File: src/rtl/cobs_pkg.sv
// Shared types and constants for the COBS codec.
// Holds the payload structs, the mode code and the per-item result bundle.
// No dependencies.
`default_nettype none

package cobs_pkg;

  localparam int unsigned ADDR_BITS_DEF = 11;  // internal position counter width
  localparam int unsigned OUT_ADDR_W    = 11;  // width of address and length fields
  localparam int unsigned MAX_RES       = 3;   // results one input item can cause
  localparam int unsigned RES_IDX_W     = $clog2(MAX_RES);
  localparam int unsigned RES_CNT_W     = $clog2(MAX_RES + 1);

  localparam logic [7:0] CODE_MAX  = 8'hFF;
  localparam logic [7:0] ZERO_BYTE = 8'h00;

  localparam int unsigned APB_DATA_W = 32;
  localparam int unsigned APB_ADDR_W = 2;
  localparam logic [APB_ADDR_W-1:0] REG_MODE_ADDR = 2'd0;

  typedef enum logic {
    MODE_ENCODE = 1'b0,
    MODE_DECODE = 1'b1
  } mode_e;

  typedef struct packed {
    logic [7:0] in_byte;
    logic       frame_last;
  } in_item_t;

  typedef struct packed {
    logic                  write_valid;
    logic [OUT_ADDR_W-1:0] out_address;
    logic [7:0]            out_value;
    logic                  frame_end;
    logic                  frame_error;
    logic [OUT_ADDR_W-1:0] frame_length;
  } out_item_t;

  // All results of one input item, in delivery order, plus how many there are.
  typedef struct packed {
    out_item_t [MAX_RES-1:0] res;
    logic [RES_CNT_W-1:0]    count;
  } step_res_t;

endpackage

`default_nettype wire

File: src/rtl/cobs_cfg.sv
// APB-style register slave for the COBS codec: the mode register.
// Depends on cobs_pkg.
`default_nettype none

module cobs_cfg import cobs_pkg::*; (
  input  wire logic                  clk_i,
  input  wire logic                  rst_ni,
  input  wire logic                  psel,
  input  wire logic                  penable,
  input  wire logic                  pwrite,
  input  wire logic [APB_ADDR_W-1:0] paddr,
  input  wire logic [APB_DATA_W-1:0] pwdata,
  output logic      [APB_DATA_W-1:0] prdata,
  output logic                       pready,
  output mode_e                      mode_o
);

  mode_e mode_q, mode_d;
  logic  wr_en;

  assign pready = 1'b1;
  assign wr_en  = psel && penable && pwrite && pready && (paddr == REG_MODE_ADDR);

  always_comb begin
    mode_d = mode_q;
    if (wr_en) begin
      mode_d = mode_e'(pwdata[0]);
    end
  end

  always_ff @(posedge clk_i or negedge rst_ni) begin
    if (!rst_ni) begin
      mode_q <= MODE_ENCODE;
    end else begin
      mode_q <= mode_d;
    end
  end

  always_comb begin
    prdata = '0;
    if (paddr == REG_MODE_ADDR) begin
      prdata[0] = mode_q;
    end
  end

  assign mode_o = mode_q;

endmodule

`default_nettype wire

File: src/rtl/cobs_core.sv
// Frame state and single-pass step logic of the COBS codec.
// Computes all results of the held item and commits the next state on done.
// Depends on cobs_pkg.
`default_nettype none

module cobs_core import cobs_pkg::*; #(
  parameter int unsigned ADDR_BITS = ADDR_BITS_DEF
) (
  input  wire logic      clk_i,
  input  wire logic      rst_ni,
  input  wire mode_e     mode_i,
  input  wire in_item_t  item_i,
  input  wire logic      commit_i,
  output step_res_t      step_o
);

  logic [7:0]           group_code_q, group_code_d;
  logic [ADDR_BITS-1:0] code_slot_q, code_slot_d;
  logic [ADDR_BITS-1:0] write_pos_q, write_pos_d;
  logic [7:0]           remain_q, remain_d;
  logic                 prev_ff_q, prev_ff_d;
  logic                 in_frame_q, in_frame_d;
  logic                 err_q, err_d;

  function automatic out_item_t mk_res(logic wv, logic [ADDR_BITS-1:0] addr,
                                       logic [7:0] val, logic fend, logic ferr,
                                       logic [ADDR_BITS-1:0] flen);
    out_item_t r;
    r.write_valid  = wv;
    r.out_address  = OUT_ADDR_W'(addr);
    r.out_value    = val;
    r.frame_end    = fend;
    r.frame_error  = ferr;
    r.frame_length = OUT_ADDR_W'(flen);
    return r;
  endfunction

  always_comb begin
    logic [7:0]           gc, gc1;
    logic [ADDR_BITS-1:0] cs, wp, wp1;
    logic [7:0]           rem;
    logic                 pff, err, wrote;
    logic [ADDR_BITS-1:0] waddr;
    logic [7:0]           wval;
    logic [RES_CNT_W-1:0] n;

    gc    = group_code_q;
    cs    = code_slot_q;
    wp    = write_pos_q;
    rem   = remain_q;
    pff   = prev_ff_q;
    err   = err_q;
    gc1   = '0;
    wp1   = '0;
    wrote = 1'b0;
    waddr = '0;
    wval  = ZERO_BYTE;
    n     = '0;
    step_o = '0;

    case (mode_i)
      MODE_ENCODE: begin
        if (!in_frame_q) begin
          cs  = '0;
          wp  = ADDR_BITS'(1);
          gc  = 8'd1;
          err = 1'b0;
        end
        if (item_i.in_byte == ZERO_BYTE) begin
          step_o.res[0] = mk_res(1'b1, cs, gc, 1'b0, 1'b0, '0);
          n  = RES_CNT_W'(1);
          gc = 8'd1;
          cs = wp;
          wp = wp + 1'b1;
        end else begin
          step_o.res[0] = mk_res(1'b1, wp, item_i.in_byte, 1'b0, 1'b0, '0);
          n   = RES_CNT_W'(1);
          wp1 = wp + 1'b1;
          gc1 = gc + 8'd1;
          if (gc1 == CODE_MAX) begin
            // full group: close it with a code of 0xFF
            step_o.res[1] = mk_res(1'b1, cs, CODE_MAX, 1'b0, 1'b0, '0);
            n  = RES_CNT_W'(2);
            gc = 8'd1;
            cs = wp1;
            wp = wp1 + 1'b1;
          end else begin
            gc = gc1;
            wp = wp1;
          end
        end
        if (item_i.frame_last) begin
          step_o.res[n[RES_IDX_W-1:0]] = mk_res(1'b1, cs, gc, 1'b1, 1'b0, wp);
          n = n + 1'b1;
        end
      end
      MODE_DECODE: begin
        if (!in_frame_q) begin
          wp  = '0;
          rem = '0;
          pff = 1'b1;
          err = 1'b0;
        end
        if (rem == 8'd0) begin
          if (item_i.in_byte == ZERO_BYTE) begin
            err = 1'b1;
          end else begin
            if (!pff) begin
              // zero between groups
              wrote = 1'b1;
              waddr = wp;
              wval  = ZERO_BYTE;
              wp    = wp + 1'b1;
            end
            rem = item_i.in_byte - 8'd1;
            pff = (item_i.in_byte == CODE_MAX);
          end
        end else begin
          wrote = 1'b1;
          waddr = wp;
          wval  = item_i.in_byte;
          wp    = wp + 1'b1;
          rem   = rem - 8'd1;
        end
        if (item_i.frame_last) begin
          if (rem != 8'd0) begin
            err = 1'b1;
          end
          step_o.res[0] = mk_res(wrote, wrote ? waddr : '0, wrote ? wval : ZERO_BYTE,
                                 1'b1, err, wp);
          n = RES_CNT_W'(1);
        end else if (wrote) begin
          step_o.res[0] = mk_res(1'b1, waddr, wval, 1'b0, err, '0);
          n = RES_CNT_W'(1);
        end
      end
      default: begin
        n = '0;
      end
    endcase

    step_o.count = n;

    group_code_d = gc;
    code_slot_d  = cs;
    write_pos_d  = wp;
    remain_d     = rem;
    prev_ff_d    = pff;
    err_d        = err;
    in_frame_d   = !item_i.frame_last;
  end

  always_ff @(posedge clk_i or negedge rst_ni) begin
    if (!rst_ni) begin
      group_code_q <= 8'd1;
      code_slot_q  <= '0;
      write_pos_q  <= '0;
      remain_q     <= '0;
      prev_ff_q    <= 1'b0;
      in_frame_q   <= 1'b0;
      err_q        <= 1'b0;
    end else if (commit_i) begin
      group_code_q <= group_code_d;
      code_slot_q  <= code_slot_d;
      write_pos_q  <= write_pos_d;
      remain_q     <= remain_d;
      prev_ff_q    <= prev_ff_d;
      in_frame_q   <= in_frame_d;
      err_q        <= err_d;
    end
  end

endmodule

`default_nettype wire

File: src/rtl/cobs_codec_top.sv
// COBS codec top level: input register, result sequencer and output register.
// Depends on cobs_pkg, cobs_cfg and cobs_core.
//
//   port group   dir  width       transfer when
//   in_*         in   in_item_t   in_valid_i  && in_ready_o
//   out_*        out  out_item_t  out_valid_o && out_ready_i
//   APB          in   32-bit      psel && penable && pwrite && pready
//
// One input byte per cycle when each byte causes at most one result and the
// output does not stall. A byte causing k results (at most 3) holds the input
// register while the single output register drains one result per cycle.
// A decode code byte that neither writes nor ends the frame retires with no
// result. Reset clears frame state and mode; the first byte after reset opens
// a frame. Output stalls hold the output register and back up into the input.
`default_nettype none

module cobs_codec_top import cobs_pkg::*; #(
  parameter int unsigned ADDR_BITS = ADDR_BITS_DEF
) (
  input  wire logic                  clk_i,
  input  wire logic                  rst_ni,
  input  wire logic                  in_valid_i,
  output logic                       in_ready_o,
  input  wire in_item_t              in_data_i,
  output logic                       out_valid_o,
  input  wire logic                  out_ready_i,
  output out_item_t                  out_data_o,
  input  wire logic                  psel,
  input  wire logic                  penable,
  input  wire logic                  pwrite,
  input  wire logic [APB_ADDR_W-1:0] paddr,
  input  wire logic [APB_DATA_W-1:0] pwdata,
  output logic      [APB_DATA_W-1:0] prdata,
  output logic                       pready
);

  mode_e                mode;
  step_res_t            step;
  in_item_t             item_q;
  logic                 item_valid_q;
  logic [RES_IDX_W-1:0] idx_q, idx_d;
  out_item_t            out_q;
  logic                 out_valid_q;
  logic                 out_free, load_out, done;

  cobs_cfg u_cfg (
    .clk_i   (clk_i),
    .rst_ni  (rst_ni),
    .psel    (psel),
    .penable (penable),
    .pwrite  (pwrite),
    .paddr   (paddr),
    .pwdata  (pwdata),
    .prdata  (prdata),
    .pready  (pready),
    .mode_o  (mode)
  );

  cobs_core #(
    .ADDR_BITS (ADDR_BITS)
  ) u_core (
    .clk_i    (clk_i),
    .rst_ni   (rst_ni),
    .mode_i   (mode),
    .item_i   (item_q),
    .commit_i (done),
    .step_o   (step)
  );

  assign out_free = !out_valid_q || out_ready_i;

  // One result per cycle while out_free; retire on the last result, or if none.
  always_comb begin
    load_out = 1'b0;
    done     = 1'b0;
    idx_d    = idx_q;
    if (item_valid_q) begin
      if (step.count == '0) begin
        done = 1'b1;
      end else if (out_free) begin
        load_out = 1'b1;
        if (RES_CNT_W'(idx_q) == step.count - 1'b1) begin
          done = 1'b1;
        end else begin
          idx_d = idx_q + 1'b1;
        end
      end
    end
    if (done) begin
      idx_d = '0;
    end
  end

  assign in_ready_o = !item_valid_q || done;

  always_ff @(posedge clk_i or negedge rst_ni) begin
    if (!rst_ni) begin
      item_valid_q <= 1'b0;
      idx_q        <= '0;
      out_valid_q  <= 1'b0;
    end else begin
      idx_q <= idx_d;
      if (in_valid_i && in_ready_o) begin
        item_valid_q <= 1'b1;
      end else if (done) begin
        item_valid_q <= 1'b0;
      end
      if (load_out) begin
        out_valid_q <= 1'b1;
      end else if (out_ready_i) begin
        out_valid_q <= 1'b0;
      end
    end
  end

  always_ff @(posedge clk_i) begin
    if (in_valid_i && in_ready_o) begin
      item_q <= in_data_i;
    end
    if (load_out) begin
      out_q <= step.res[idx_q];
    end
  end

  assign out_valid_o = out_valid_q;
  assign out_data_o  = out_q;

endmodule

`default_nettype wire

File: config.mk
export PLATFORM = sky130hd
export DESIGN_NAME = cobs_codec_top
export DESIGN_NICKNAME = d
export VERILOG_FILES = /design/src/rtl/cobs_pkg.sv /design/src/rtl/cobs_cfg.sv /design/src/rtl/cobs_core.sv /design/src/rtl/cobs_codec_top.sv
export SDC_FILE = /design/constraint.sdc
export NUM_CORES = 1
export LEC_CHECK = 0
export CAP_MARGIN = 20
export CORE_MARGIN = 4
export CORE_UTILIZATION = 50
export CTS_CLUSTER_DIAMETER = 200
export DETAILED_ROUTE_END_ITERATION = 12
export DONT_BUFFER_PORTS = 1
export GPL_ROUTABILITY_DRIVEN = 0
export GPL_TIMING_DRIVEN = 0
export PLACE_DENSITY = 0.62
export REMOVE_ABC_BUFFERS = 1
export SLEW_MARGIN = 20
export SYNTH_ARGS = -nofsm -noshare
export SYNTH_HDL_FRONTEND = slang
export SYNTH_HIERARCHICAL = 1
export SYNTH_SLANG_ARGS = --single-unit
File: constraint.sdc
create_clock -name clk_i -period 9.15 [get_ports clk_i]
set_clock_uncertainty 0.2 [all_clocks]
set_input_delay 0.4575 -clock clk_i [delete_from_list [all_inputs] [get_ports clk_i]]
set_output_delay 0.4575 -clock clk_i [all_outputs]
set_load 0.03 [all_outputs]
==> flow_metrics.py <==
metrics = {
    "synthesis": {
        "ys_warn_count": 6,
        "avgSynthCellArea_um2": 8.06,
        "synth_most_common_cell": "nor2_1",
        "async_reset_ff_share_pct": 52.3,
        "synth_top_area_share_pct": 17.7,
        "ys_top_cells_by_area": "edfxtp_1 (18%), dfrtp_1 (16%), nor2_1 (6.8%), mux2i_1 (6.8%), nand2_1 (6.1%)",
        "synth-edff-count": 42,
        "syn_area_um2": 7110,
        "syn_inst": 883,
        "synth_area_leader_cell": "edfxtp_1",
        "ys_seq_area_share_pct": 33.9,
        "synth_cell_types": 77,
        "synthTopCellsByCount": "nor2_1 (129), nand2_1 (116), o21ai_0 (69), mux2i_1 (48), buf_4 (46)",
        "ys_ff_latch": 88,
        "ys.flop_type": "dfrtp_1",
    },
    "global_routing": {
        "grt_pass1_vias": 5952,
        "grt_max_degree": 80,
        "antenna_found_initial": 0,
        "grt_first_pass_wirelength_um": 32000,
        "grt.total_usage_pct": 24.8,
        "overflow": 0,
    },
    "floorplan": {
        "io_pins": 118,
        "core_area_um2": 13900,
        "start_util_pct": 51.2,
        "die_area_um2": 16200,
        "die_width_um": 127,
        "std_cell_rows": 43,
        "die_height_um": 127,
    },
    "cts": {
        "ctsLongestPathBuffers": 2,
        "clock_sinks": 88,
        "clk_latency_ns": 0.36,
        "path_clk_slew_ns": 0.07,
        "post_cts_buffers": 0,
        "cts_tree": "built",
        "numCtsBuffers": 9,
        "cts_hold_buf": 12,
        "cts_root_buf": "clkbuf_16",
        "htreeDepth": 3,
        "cts_resized": 0,
    },
    "sta": {
        "timing.setup.tns_ns": 0,
        "hold_viol": 0,
        "slew_headroom_pct": 24.8,
        "rsz0062_at_grt": "no",
        "finalCritPeriodShare_pct": 87.0,
        "finalMaxSlewViolations": 0,
        "max_freq_ghz": 0.126,
        "tightest_slew_ns": 1.12,
        "finalWorstSetupSlack_ns": 1.19,
        "setup_violations": 0,
        "period_needed_ns": 7.96,
    },
    "setup_path": {
        "regToRegSetupSlack_ns": 1.19,
        "crit_path_end": "u_core/code_slot_q[3]$_DFFE_PN0P_",
        "critPathLaunchType": "flop",
        "r2r-end": "u_core/code_slot_q[3]$_DFFE_PN0P_",
        "crit_fanout": 79,
        "arrival_ns": 8.00,
        "required_ns": 9.19,
        "reg2reg_depth": 18,
        "crit_path_end_kind": "flop",
        "cp-startpoint": "u_core/in_frame_q$_DFFE_PN0P_",
        "r2r_start": "u_core/in_frame_q$_DFFE_PN0P_",
        "timing_worst_setup_path_type": "reg -> reg",
    },
    "drt": {
        "dr.pass1.iters": 5,
        "vias": 6412,
        "ant_nets": 0,
        "wire_per_inst_um": 19.7,
        "viasPerCell": 6.28,
        "drc": 0,
        "drt_iter0_drc": 671,
        "wl_um": 20200,
    },
    "layout": {
        "fill_cells": 1307,
        "layout.nets": 896,
        "drive_gt1_share_pct": 6.30,
        "area_delta_synth_final_pct": 3.73,
        "num_antenna_cells": 0,
    },
    "power_and_ir_drop": {
        "power_mw": 2.35,
        "max-vdd-ir-drop_uv": 234,
        "p_leak_nw": 2.82,
        "power_density_nw_per_um2": 318,
    },
    "placed_design": {
        "place_ws_ns": 1.39,
        "io_buffers": 0,
        "hpwl_um": 13100,
    },
    "worst_hold_path": {
        "hp-class": "in -> reg",
    },
    "flow_run": {
        "cap_viol_max_count": 0,
    },
    "run_status": {
        "status": "finished, final reports clean",
    },
}
-- cell families after synthesis --
logic type	after synthesis	synth area share, %
AND/OR/NAND/NOR	346	22.5
AO/OA/AOI/OAI	210	18.8
other	3	0.158
multiplexers	55	7.86
buffers and inverters	132	10.3
adder cells (fa/ha/maj)	10	1.76
XOR/XNOR	39	4.80
flip-flops	88	33.9
-- metrics by stage --
step | utilization (%) | area (um^2) | hold slack (ns) | instances
finish | 53.2 | 7380 | 0.0333 | 1021
global route | 53.2 | 7380 | 0.0241 | 1021
global placement | 49.2 | 6830 | -0.0363 | 991
detailed placement | 49.7 | 6900 | -0.0365 | 993
CTS | 53.1 | 7370 | 0.0255 | 1021
floorplan | - | 6610 | -0.0381 | 811
-- registers in the layout, indices dropped and copies added, names as in the netlist, 2 cells and up --
| register | cells |
|---|---|
| idx_q | 2 |
| item_q | 9 |
| out_data_o | 33 |
| u_core/code_slot_q | 11 |
| u_core/group_code_q | 8 |
| u_core/remain_q | 8 |
| u_core/write_pos_q | 11 |
-- worst max-delay path, cell delays in order, from the launching register on --
cell and delay [ns]:
dfrtp_4 0.97, nand2_1 0.20, inv_1 0.13, ha_1 0.26, nand3_1 0.21, nor3_1 0.31
o2111ai_1 0.50, nor2_1 1.06, xnor2_1 0.20, o22a_1 0.22, inv_1 0.06, ha_1 0.32
xor2_1 0.15, and3_4 0.24, nor2_1 0.04, nor2_1 0.84, inv_1 0.55, nor2_1 0.92
mux2_2 0.42
-- per-layer routing --
metal | GRT usage (%) | up-vias | share of wire, %
met5 | 0 | - | 0
met4 | 11.0 | 0 | 3.0
met3 | 4.56 | 51 | 10
met2 | 37.0 | 359 | 44
met1 | 35.1 | 3063 | 43
li1 | - | 2939 | -
-- where the power goes --
group	internal (mW)	switching (mW)	leakage [nW]	total (mW)
clock	0.266	0.162	0.164	0.428
combinational	0.342	0.623	1.66	0.965
sequential	0.581	0.375	0.997	0.956
-- how the worst min path moves through the flow --
stage	start	end	slack, ns	cells after the start
floorplan	rst_ni	idx_q[0]$_DFFE_PN0P_	-0.04	0
global placement	rst_ni	u_core/group_code_q[3]$_DFFE_PN0P_	-0.04	0
detailed placement	rst_ni	u_core/group_code_q[3]$_DFFE_PN0P_	-0.04	0
CTS	pwdata[0]	u_cfg/mode_o$_DFFE_PN0P_	0.03	1
global route	pwdata[0]	u_cfg/mode_o$_DFFE_PN0P_	0.02	1
finish	pwdata[0]	u_cfg/mode_o$_DFFE_PN0P_	0.03	1
-- cells in the final DEF, fill, tap and decap left out, types with 10 or more instances in the layout --
cell type	n
a21oi_1	39
a22oi_1	11
a31oi_1	12
conb_1	41
dfrtp_1	41
dlygate4sd3_1	11
edfxtp_1	42
ha_1	10
inv_1	21
mux2i_1	48
nand2_1	116
nand3_1	23
nor2_1	129
nor3_1	15
o21ai_0	69
o21ai_1	12
xnor2_1	18
xor2_1	21
-- cell type report --
type / instances / area [um^2] / area share [%]
tap: 180 / 225 / 3.05
multi-input combinational: 701 / 4130 / 56.0
clock inverter: 6 / 108 / 1.46
timing repair buffer: 14 / 178 / 2.41
sequential: 88 / 2420 / 32.8
inverter: 22 / 82.6 / 1.12
clock buffer: 10 / 229 / 3.10
(Power assumes the default switching activity.)
